## config.mk

```make
export PLATFORM = sky130hd
export DESIGN_NAME = ipmb_bridged_request_framer
export DESIGN_NICKNAME = d
export VERILOG_FILES = /design/src/sv/ibrf_pkg.sv /design/src/sv/ibrf_front.sv /design/src/sv/ibrf_queue.sv /design/src/sv/ibrf_back.sv /design/src/sv/ipmb_bridged_request_framer.sv
export SDC_FILE = /design/constraint.sdc
export NUM_CORES = 1
export LEC_CHECK = 0
export ABC_AREA = 1
export BUFFER_PORTS_ARGS = -buffer_cell sky130_fd_sc_hd__buf_2
export CAP_MARGIN = 20
export CORE_MARGIN = 2
export CORE_UTILIZATION = 45
export DETAILED_ROUTE_END_ITERATION = 8
export GPL_TIMING_DRIVEN = 0
export PLACE_DENSITY_LB_ADDON = 0.1
export SYNTH_ARGS = -nofsm -noshare
export SYNTH_HDL_FRONTEND = slang
export SYNTH_SLANG_ARGS = --single-unit
export TNS_END_PERCENT = 10
```

## constraint.sdc

```tcl
create_clock -name clock -period 4.85 [get_ports clock]
set_clock_uncertainty 0.2 [all_clocks]
set_input_delay 0.485 -clock clock [delete_from_list [all_inputs] [get_ports clock]]
set_output_delay 0.485 -clock clock [all_outputs]
set_load 0.05 [all_outputs]
```

## src/sv/ibrf_pkg.sv

```systemverilog
`timescale 1ns / 1ps
// ----------------------------------------------------------------------------
// ibrf_pkg: shared types and constants for the bridged IPMB request framer
// Holds the queue entry format, item kinds and the byte position codes
// used by the front end, the queue and the byte sequencer.
// ----------------------------------------------------------------------------
package ibrf_pkg;

   // item kind carried on req_tuser
   localparam logic FUNC_START = 1'b0;
   localparam logic FUNC_DATA  = 1'b1;

   // fixed header values
   localparam logic [7:0] SRC_ADDR     = 8'h20;
   localparam logic [7:0] LAN_TRACK    = 8'h40;
   localparam logic [1:0] SRC_LUN_IPMB = 2'b10;
   localparam logic [1:0] SRC_LUN_LAN  = 2'b00;
   localparam logic [5:0] SEQ_LAST     = 6'd62;

   // byte positions within one queue entry
   localparam logic [2:0] POS_CHANNEL = 3'd0;
   localparam logic [2:0] POS_TADDR   = 3'd1;
   localparam logic [2:0] POS_NETFN   = 3'd2;
   localparam logic [2:0] POS_HCHK    = 3'd3;
   localparam logic [2:0] POS_SRC     = 3'd4;
   localparam logic [2:0] POS_SEQ     = 3'd5;
   localparam logic [2:0] POS_CMD     = 3'd6;
   localparam logic [2:0] POS_TAIL    = 3'd7;
   localparam logic [2:0] POS_DATA      = 3'd0;
   localparam logic [2:0] POS_DATA_TAIL = 3'd1;

   // one unit of work for the byte sequencer
   typedef struct packed {
      logic       is_start;   // header burst, else a payload byte
      logic       last;       // trailing checksum follows
      logic [7:0] first;      // channel byte or payload byte
      logic [7:0] taddr;
      logic [7:0] netfn_lun;
      logic [7:0] hdr_chk;
      logic [7:0] seq_byte;
      logic [7:0] cmd;
      logic [7:0] tail_chk;   // negated running sum after this entry
   } entry_type;

endpackage

```

## src/sv/ibrf_front.sv

```systemverilog
`timescale 1ns / 1ps
// ----------------------------------------------------------------------------
// ibrf_front: input classifier and frame state
// Accepts request items, tracks the sequence number, running sum and
// open-frame flag, and pushes one entry per producing item into the queue.
// ----------------------------------------------------------------------------
module ibrf_front (
   input  logic                    clock,
   input  logic                    reset,
   input  logic                    req_valid,
   output logic                    req_ready,
   input  logic                    func,
   input  logic [3:0]              channel,
   input  logic                    lan_mode,
   input  logic [5:0]              net_function,
   input  logic [7:0]              command,
   input  logic [7:0]              target_addr,
   input  logic [1:0]              target_lun,
   input  logic [7:0]              data_byte,
   input  logic                    last,
   input  logic                    q_full,
   output logic                    q_push,
   output ibrf_pkg::entry_type     q_entry
);

   logic [5:0] seq_ff, seq_in;
   logic [7:0] sum_ff, sum_in;
   logic       in_frame_ff, in_frame_in;

   logic       accept;
   logic       is_start;
   logic [5:0] seq_next;
   logic [7:0] netfn_lun;
   logic [7:0] addr_sum;
   logic [7:0] seq_byte;
   logic [7:0] start_sum;
   logic [7:0] data_sum;

   assign req_ready = !q_full;
   assign accept    = req_valid && req_ready;
   assign is_start  = (func == ibrf_pkg::FUNC_START);

   // header field arithmetic
   assign seq_next  = (seq_ff >= ibrf_pkg::SEQ_LAST) ? 6'd0 : seq_ff + 6'd1;
   assign netfn_lun = {net_function, target_lun};
   assign addr_sum  = target_addr + netfn_lun;
   assign seq_byte  = {seq_next,
                       lan_mode ? ibrf_pkg::SRC_LUN_LAN : ibrf_pkg::SRC_LUN_IPMB};
   assign start_sum = ibrf_pkg::SRC_ADDR + seq_byte + command;
   assign data_sum  = sum_ff + data_byte;

   // data outside a frame is dropped
   assign q_push = accept && (is_start || in_frame_ff);

   always_comb begin
      q_entry.is_start  = is_start;
      q_entry.last      = last;
      q_entry.first     = is_start ? ((lan_mode ? ibrf_pkg::LAN_TRACK : 8'h00) |
                                      {4'h0, channel})
                                   : data_byte;
      q_entry.taddr     = target_addr;
      q_entry.netfn_lun = netfn_lun;
      q_entry.hdr_chk   = 8'h00 - addr_sum;
      q_entry.seq_byte  = seq_byte;
      q_entry.cmd       = command;
      q_entry.tail_chk  = 8'h00 - (is_start ? start_sum : data_sum);
   end

   // frame state next values
   always_comb begin
      seq_in      = seq_ff;
      sum_in      = sum_ff;
      in_frame_in = in_frame_ff;
      if (q_push) begin
         if (is_start) begin
            seq_in = seq_next;
            sum_in = start_sum;
         end else begin
            sum_in = data_sum;
         end
         in_frame_in = !last;
      end
   end

   always_ff @(posedge clock) begin
      if (reset) begin
         seq_ff      <= ibrf_pkg::SEQ_LAST;
         sum_ff      <= 8'h00;
         in_frame_ff <= 1'b0;
      end else begin
         seq_ff      <= seq_in;
         sum_ff      <= sum_in;
         in_frame_ff <= in_frame_in;
      end
   end

   // sequence number stays below the modulus
   a_seq_range: assert property (@(posedge clock) disable iff (reset)
      seq_ff <= ibrf_pkg::SEQ_LAST)
      else $error("sequence number out of range");

   // a start always opens a frame unless it closes at once
   a_start_opens: assert property (@(posedge clock) disable iff (reset)
      (q_push && is_start && !last) |=> in_frame_ff)
      else $error("start did not open frame");

   // a closing item leaves no frame open
   a_last_closes: assert property (@(posedge clock) disable iff (reset)
      (q_push && last) |=> !in_frame_ff)
      else $error("frame left open after last");

endmodule

```

## src/sv/ibrf_queue.sv

```systemverilog
`timescale 1ns / 1ps
// ----------------------------------------------------------------------------
// ibrf_queue: entry queue between front end and sequencer
// Small circular buffer of work entries; the head is read in place.
// ----------------------------------------------------------------------------
module ibrf_queue #(
   parameter int DEPTH = 4
) (
   input  logic                 clock,
   input  logic                 reset,
   input  logic                 push,
   input  ibrf_pkg::entry_type  push_entry,
   input  logic                 pop,
   output logic                 full,
   output logic                 head_valid,
   output ibrf_pkg::entry_type  head_entry
);

   localparam int PW = (DEPTH > 1) ? $clog2(DEPTH) : 1;
   localparam int CW = $clog2(DEPTH + 1);
   localparam logic [PW-1:0] PTR_LAST = PW'(DEPTH - 1);
   localparam logic [PW-1:0] PTR_ONE  = PW'(1);
   localparam logic [CW-1:0] CNT_FULL = CW'(DEPTH);
   localparam logic [CW-1:0] CNT_ONE  = CW'(1);

   ibrf_pkg::entry_type slot_ff [DEPTH];
   logic [PW-1:0] wr_ptr_ff, wr_ptr_in;
   logic [PW-1:0] rd_ptr_ff, rd_ptr_in;
   logic [CW-1:0] count_ff, count_in;

   assign full       = (count_ff == CNT_FULL);
   assign head_valid = (count_ff != '0);
   assign head_entry = slot_ff[rd_ptr_ff];

   // pointer and fill count update
   always_comb begin
      wr_ptr_in = wr_ptr_ff;
      rd_ptr_in = rd_ptr_ff;
      count_in  = count_ff;
      if (push) begin
         wr_ptr_in = (wr_ptr_ff == PTR_LAST) ? '0 : wr_ptr_ff + PTR_ONE;
      end
      if (pop) begin
         rd_ptr_in = (rd_ptr_ff == PTR_LAST) ? '0 : rd_ptr_ff + PTR_ONE;
      end
      if (push && !pop) begin
         count_in = count_ff + CNT_ONE;
      end else if (pop && !push) begin
         count_in = count_ff - CNT_ONE;
      end
   end

   always_ff @(posedge clock) begin
      if (reset) begin
         wr_ptr_ff <= '0;
         rd_ptr_ff <= '0;
         count_ff  <= '0;
      end else begin
         wr_ptr_ff <= wr_ptr_in;
         rd_ptr_ff <= rd_ptr_in;
         count_ff  <= count_in;
      end
   end

   // entry storage
   always_ff @(posedge clock) begin
      if (push) begin
         slot_ff[wr_ptr_ff] <= push_entry;
      end
   end

   a_no_overflow: assert property (@(posedge clock) disable iff (reset)
      !(push && full))
      else $error("push into full queue");

   a_no_underflow: assert property (@(posedge clock) disable iff (reset)
      !(pop && !head_valid))
      else $error("pop from empty queue");

   a_count_range: assert property (@(posedge clock) disable iff (reset)
      count_ff <= CNT_FULL)
      else $error("queue count out of range");

endmodule

```

## src/sv/ibrf_back.sv

```systemverilog
`timescale 1ns / 1ps
// ----------------------------------------------------------------------------
// ibrf_back: byte sequencer with output register
// Walks the head entry byte by byte into a registered result stage and
// pops the entry with its final byte.
// ----------------------------------------------------------------------------
module ibrf_back (
   input  logic                 clock,
   input  logic                 reset,
   input  logic                 head_valid,
   input  ibrf_pkg::entry_type  head_entry,
   output logic                 pop,
   output logic                 rsp_valid,
   input  logic                 rsp_ready,
   output logic [7:0]           frame_byte,
   output logic                 end_of_frame
);

   logic [2:0] pos_ff, pos_in;
   logic       valid_ff, valid_in;
   logic [7:0] byte_ff;
   logic       eof_ff;

   logic       load;
   logic       tail;
   logic       done;
   logic [7:0] sel_byte;

   assign load = head_valid && (!valid_ff || rsp_ready);

   // byte select for the current position
   always_comb begin
      sel_byte = head_entry.tail_chk;
      tail     = 1'b0;
      done     = 1'b0;
      if (head_entry.is_start) begin
         unique case (pos_ff)
            ibrf_pkg::POS_CHANNEL: sel_byte = head_entry.first;
            ibrf_pkg::POS_TADDR:   sel_byte = head_entry.taddr;
            ibrf_pkg::POS_NETFN:   sel_byte = head_entry.netfn_lun;
            ibrf_pkg::POS_HCHK:    sel_byte = head_entry.hdr_chk;
            ibrf_pkg::POS_SRC:     sel_byte = ibrf_pkg::SRC_ADDR;
            ibrf_pkg::POS_SEQ:     sel_byte = head_entry.seq_byte;
            ibrf_pkg::POS_CMD: begin
               sel_byte = head_entry.cmd;
               done     = !head_entry.last;
            end
            default: begin
               sel_byte = head_entry.tail_chk;
               tail     = 1'b1;
               done     = 1'b1;
            end
         endcase
      end else begin
         if (pos_ff == ibrf_pkg::POS_DATA) begin
            sel_byte = head_entry.first;
            done     = !head_entry.last;
         end else begin
            tail = 1'b1;
            done = 1'b1;
         end
      end
   end

   assign pop = load && done;

   always_comb begin
      pos_in   = pos_ff;
      valid_in = valid_ff;
      if (load) begin
         pos_in   = done ? 3'd0 : pos_ff + 3'd1;
         valid_in = 1'b1;
      end else if (rsp_ready) begin
         valid_in = 1'b0;
      end
   end

   always_ff @(posedge clock) begin
      if (reset) begin
         pos_ff   <= 3'd0;
         valid_ff <= 1'b0;
      end else begin
         pos_ff   <= pos_in;
         valid_ff <= valid_in;
      end
   end

   // result payload register
   always_ff @(posedge clock) begin
      if (load) begin
         byte_ff <= sel_byte;
         eof_ff  <= tail;
      end
   end

   assign rsp_valid    = valid_ff;
   assign frame_byte   = byte_ff;
   assign end_of_frame = eof_ff;

   // mid-entry position implies the entry is still queued
   a_pos_has_entry: assert property (@(posedge clock) disable iff (reset)
      (pos_ff != 3'd0) |-> head_valid)
      else $error("sequencer position without entry");

   // payload entries use at most two positions
   a_data_pos: assert property (@(posedge clock) disable iff (reset)
      (head_valid && !head_entry.is_start) |-> (pos_ff <= ibrf_pkg::POS_DATA_TAIL))
      else $error("payload entry position out of range");

   // end marker only on a checksum pop
   a_eof_pops: assert property (@(posedge clock) disable iff (reset)
      (load && tail) |-> pop)
      else $error("trailing checksum did not retire entry");

endmodule

```

## src/sv/ipmb_bridged_request_framer.sv

```systemverilog
`timescale 1ns / 1ps
// ----------------------------------------------------------------------------
// ipmb_bridged_request_framer: bridged IPMB request payload builder
// Turns start and payload items into the byte stream of a bridged request.
// ----------------------------------------------------------------------------
// Usage:
//   req_* takes one item per transfer. req_tuser = 0 starts a frame with the
//   header fields, req_tuser = 1 carries one payload byte; req_tlast closes
//   the frame with a trailing checksum. Payload outside an open frame is
//   dropped. rsp_* delivers one frame byte per transfer, rsp_tlast on the
//   trailing checksum.
//   With the queue empty, an accepted item is first written into the queue,
//   then its first byte is loaded into the output register and presented.
//   The byte sequencer emits one byte per cycle while the receiver is ready;
//   a payload item yields one byte (two with the checksum) and a start item
//   seven (eight with the checksum). The front end keeps taking items every cycle
//   until the QUEUE_DEPTH-entry queue fills during a header burst.
//   Reset clears the queue, the output valid flag, the running sum and open
//   frame flag, and sets the sequence number so the first frame uses 0.
//   When the receiver stalls, the output byte holds, the sequencer waits and
//   the queue absorbs items until full, then req_tready drops.
// ----------------------------------------------------------------------------
module ipmb_bridged_request_framer #(
   parameter int QUEUE_DEPTH = 4
) (
   input  logic        clock,
   input  logic        reset,
   input  logic        req_tvalid,
   output logic        req_tready,
   // [3:0] channel, [4] lan_mode, [10:5] net_function, [18:11] command,
   // [26:19] target_addr, [28:27] target_lun, [36:29] data_byte, [39:37] zero
   input  logic [39:0] req_tdata,
   // [0] func
   input  logic        req_tuser,
   input  logic        req_tlast,
   output logic        rsp_tvalid,
   input  logic        rsp_tready,
   // [7:0] frame_byte
   output logic [7:0]  rsp_tdata,
   output logic        rsp_tlast
);

   ibrf_pkg::entry_type push_entry;
   ibrf_pkg::entry_type head_entry;
   logic                q_push;
   logic                q_full;
   logic                q_head_valid;
   logic                q_pop;

   ibrf_front u_front (
      .clock        (clock),
      .reset        (reset),
      .req_valid    (req_tvalid),
      .req_ready    (req_tready),
      .func         (req_tuser),
      .channel      (req_tdata[3:0]),
      .lan_mode     (req_tdata[4]),
      .net_function (req_tdata[10:5]),
      .command      (req_tdata[18:11]),
      .target_addr  (req_tdata[26:19]),
      .target_lun   (req_tdata[28:27]),
      .data_byte    (req_tdata[36:29]),
      .last         (req_tlast),
      .q_full       (q_full),
      .q_push       (q_push),
      .q_entry      (push_entry)
   );

   ibrf_queue #(
      .DEPTH (QUEUE_DEPTH)
   ) u_queue (
      .clock      (clock),
      .reset      (reset),
      .push       (q_push),
      .push_entry (push_entry),
      .pop        (q_pop),
      .full       (q_full),
      .head_valid (q_head_valid),
      .head_entry (head_entry)
   );

   ibrf_back u_back (
      .clock        (clock),
      .reset        (reset),
      .head_valid   (q_head_valid),
      .head_entry   (head_entry),
      .pop          (q_pop),
      .rsp_valid    (rsp_tvalid),
      .rsp_ready    (rsp_tready),
      .frame_byte   (rsp_tdata),
      .end_of_frame (rsp_tlast)
   );

endmodule

```

==> results.py <==
metrics = {
    "yosys": {
        "synth_nets": 1215,
        "syn_inst": 1120,
        "synth_cell_types": 40,
        "synth.top_cells.by_count": "edfxtp_1 (237), nand2_1 (208), nor2_1 (144)",
        "yosysSeqAreaShare": 0.639,
        "yosysMostFrequentCell": "edfxtp_1",
        "synth_top_area_cell": "edfxtp_1",
        "synthFlopType": "edfxtp_1",
        "synth_top_area_frac": 0.592,
        "yosysWarnings": 0,
        "syn_area_per_cell_um2": 10.7,
        "synthArstFlopShare": 0,
        "synth_area_leaders": "edfxtp_1 (59%), nand2_1 (6.5%), ha_1 (4.7%), dfxtp_1 (4.7%), nor2_1 (4.5%)",
        "synth_edf_count": 237,
        "ys_seq_elements": 265,
        "mappedNetlistArea_mm2": 0.0120,
    },
    "grt": {
        "grt_use_met2": 0.376,
        "grt_overflow": 0,
        "grt_usage": 0.231,
        "grt_util_met3": 0.0319,
        "grt_pass1_wl_mm": 48.9,
        "grt-busiest-layer": "met2",
        "grtUsageMet1": 0.331,
        "grt_max_degree": 27,
        "grt_pass1_vias": 8069,
        "antenna_found_initial": 1,
    },
    "timing": {
        "finalCritPeriodShare": 0.780,
        "relSlewSlack": 0.272,
        "fin_crit_ns": 3.78,
        "tightest_slew_ns": 1.09,
        "finalHoldViolations": 0,
        "setup_viol": 0,
        "fmaxAchievable_mhz": 265,
        "final_max_slew_viol_count": 0,
        "rsz0062_at_grt": "no",
        "finalHoldWorstSlack_ns": 0.0209,
    },
    "setup_path": {
        "end_kind": "flip-flop",
        "worst-endpoint-arrival_ns": 3.88,
        "cpMostUsedCell": "inv_1",
        "critPathMaxFanout": 6,
        "path_delay_family": "adder cells",
        "crit_chain": "inv_1, ha_1, inv_1, nand2_1, nand3b_1, inv_1, nor2_1, ha_1, ha_1, fa_1, nand2_1, a21oi_1, o21bai_1, nand3_1, nand2_1, inv_1, xor2_1",
        "cp.depth": 17,
        "crit_path_top_delay_cell": "fa_1",
        "crit_path_start_kind": "flip-flop",
        "worstSetupPathType": "reg -> reg",
        "crit_buf_inv": 4,
        "rr_worst_depth": 17,
        "cp.required_ns": 4.94,
        "slowest_delay_ns": 0.41,
    },
    "layout": {
        "drive_gt1_frac": 0.114,
        "finalNonFillerCells": 1585,
        "ff_latch_area_mm2": 0.00768,
        "fill_cells": 2364,
        "area_delta_synth_final_pct": 16.4,
        "multi_input_area_mm2": 0.00378,
        "final_nets": 1325,
    },
    "placed_design": {
        "place_congestion": 0.848,
        "placed_cells": 1516,
        "place_hpwl_mm": 22.5,
        "io_buffers": 52,
    },
    "floorplanning": {
        "core_mm2": 0.0261,
        "start_util": 0.460,
        "die_h_um": 167,
        "io_pins": 57,
        "dieArea_mm2": 0.0280,
        "die_w_um": 167,
        "rows": 59,
    },
    "drt": {
        "finalWirelength_mm": 32.3,
        "vias": 8547,
        "drc_errors": 6,
        "drt-pass1-iter-count": 7,
        "drtAntennaViolNets": 0,
        "routed_via_density": 5.39,
        "first_iter_violations": 758,
        "wire_per_inst_um": 20.4,
    },
    "clock_network": {
        "cts.clk_slew.worst_paths_ns": 0.06,
        "cts.sink_count": 265,
        "postCtsSetupBuffers": 0,
        "cts_resized": 0,
        "cts_tree": "yes",
        "cts_buffer_depth": 3,
        "numCtsBuffers": 28,
        "insertion_delay_ns": 0.55,
        "cts-root-buf": "clkbuf_16",
        "cts.htree.levels": 1,
    },
    "power_and_ir_drop": {
        "p_comb_frac": 0.373,
        "intPower_uw": 4930,
        "seqPwrFrac": 0.369,
        "power_frac_clock": 0.258,
        "p_leak_uw": 0.00552,
        "ir_drop_v": 0.000281,
        "p_per_area_mw_per_mm2": 570,
        "swShare": 0.381,
        "p_switching_uw": 3040,
    },
    "job": {
        "cap_violations": 0,
    },
    "worst_hold_path": {
        "holdPathStages": 1,
        "hold_class": "in -> reg",
    },
    "run_status": {
        "status": "finished, violations left",
        "violations": "DRC",
    },
}
==> state kept, by name, indices dropped and copies added (netlist names), named ones only <==
register,count
u_front.seq_ff,6
u_front.in_frame_ff,1
u_back.frame_byte,8
u_back.rsp_valid,1
u_queue.count_ff,3
u_queue.rd_ptr_ff,2
u_front.sum_ff,8
u_back.pos_ff,3
u_back.end_of_frame,1
u_queue.slot_ff,228
u_queue.wr_ptr_ff,2
==> logic make-up after synthesis <==
family,synth area share
buffers and inverters,0.0495
DFF,0.639
AOI/OAI and AO/OA,0.0960
adders and majority gates,0.0535
xor gates and xnor gates,0.0117
and+or+nand+nor,0.151
==> final cells by class <==
type	count	share of cell area
flip-flops and latches	265	0.549
multi-input cells	714	0.270
clock buffers	44	0.0588
repair buffers	80	0.0458
well taps	335	0.0300
inverters	96	0.0258
plain buffers	45	0.0168
clock inverters	5	0.00376
diodes	1	0.000179
==> worst reg2reg max path, cell delays in order, from the launching register on <==
cell and delay [ns]:
dfxtp_1 0.37, inv_1 0.07, ha_1 0.19, inv_1 0.05, nand2_1 0.05, nand3b_1 0.14, inv_1 0.11, nor2_1 0.40
ha_1 0.33, ha_1 0.24, fa_1 0.41, nand2_1 0.08, a21oi_1 0.08, o21bai_1 0.13, nand3_1 0.10, nand2_1 0.14
inv_1 0.07, xor2_1 0.37
==> worst paths after layout <==
kind	startpoint	endpoint	slack (ns)
worst min register to register	u_queue.rd_ptr_ff[1]	flip-flop	0.28
worst max-delay path	u_front.seq_ff[0]	u_queue.slot_ff[0][6]	1.07
worst min-delay path	req_tdata[26]	u_queue.slot_ff[0][47]	0.02
worst max register to register	u_front.seq_ff[0]	u_queue.slot_ff[0][6]	1.07
==> metrics by stage <==
stage,instance area (µm²),utilization,setup slack [ns],setup TNS (ns),power (µW)
after floorplan,12000,-,0.286,0,4900
after global placement,12700,0.486,-2.10,-450.55,5880
after detailed placement,12900,0.494,1.03,0,5940
after CTS,14000,0.535,1.01,0,8000
after global routing,14000,0.535,0.694,0,8410
final,14000,0.535,1.07,0,7970
==> power groups by stage <==
stage | combinational [µW] | sequential [µW] | clock (µW)
2_1_floorplan | 1760 | 3140 | 0
4_1_cts | 2970 | 2940 | 2090
5_1_grt | 3270 | 2960 | 2170
6_report | 2970 | 2940 | 2060
3_3_place_gp | 2870 | 3010 | 0
3_5_place_dp | 2950 | 2990 | 0
==> per-layer routing <==
layer / vias to the layer above / part of all wire
met3: 43 / 0.058
met4: 0 / 0.020
met5: - / 0
met2: 263 / 0.46
li1: 4107 / -
met1: 4134 / 0.46
==> cells in the final DEF, fill, tap and decap left out, drive strengths merged <==
master,Yosys,final
buf,27,88
o22ai,26,26
fa,4,4
diode,0,1
nand4,5,5
o21ai,115,115
a31oi,1,1
a211oi,1,1
nor3,1,1
a32o,8,8
o22a,1,1
o211ai,3,3
clkbuf,18,62
nand3b,2,2
a21oi,42,42
nor2,146,146
nand3,72,72
edfxtp,237,237
xor2,11,11
o21bai,2,2
dlygate4sd3,0,19
or2,5,5
ha,45,45
xnor2,5,5
o21a,5,5
dfxtp,28,28
inv,95,95
bufinv,0,1
a221oi,1,1
clkinv,1,5
nand2,213,213
==> repair_timing <==
action                                  CTS  global route
endpoints found under the hold margin    71             3
endpoints found under the setup margin    0             0
hold buffers                             18             1
Power figures use the tool's default switching activity.
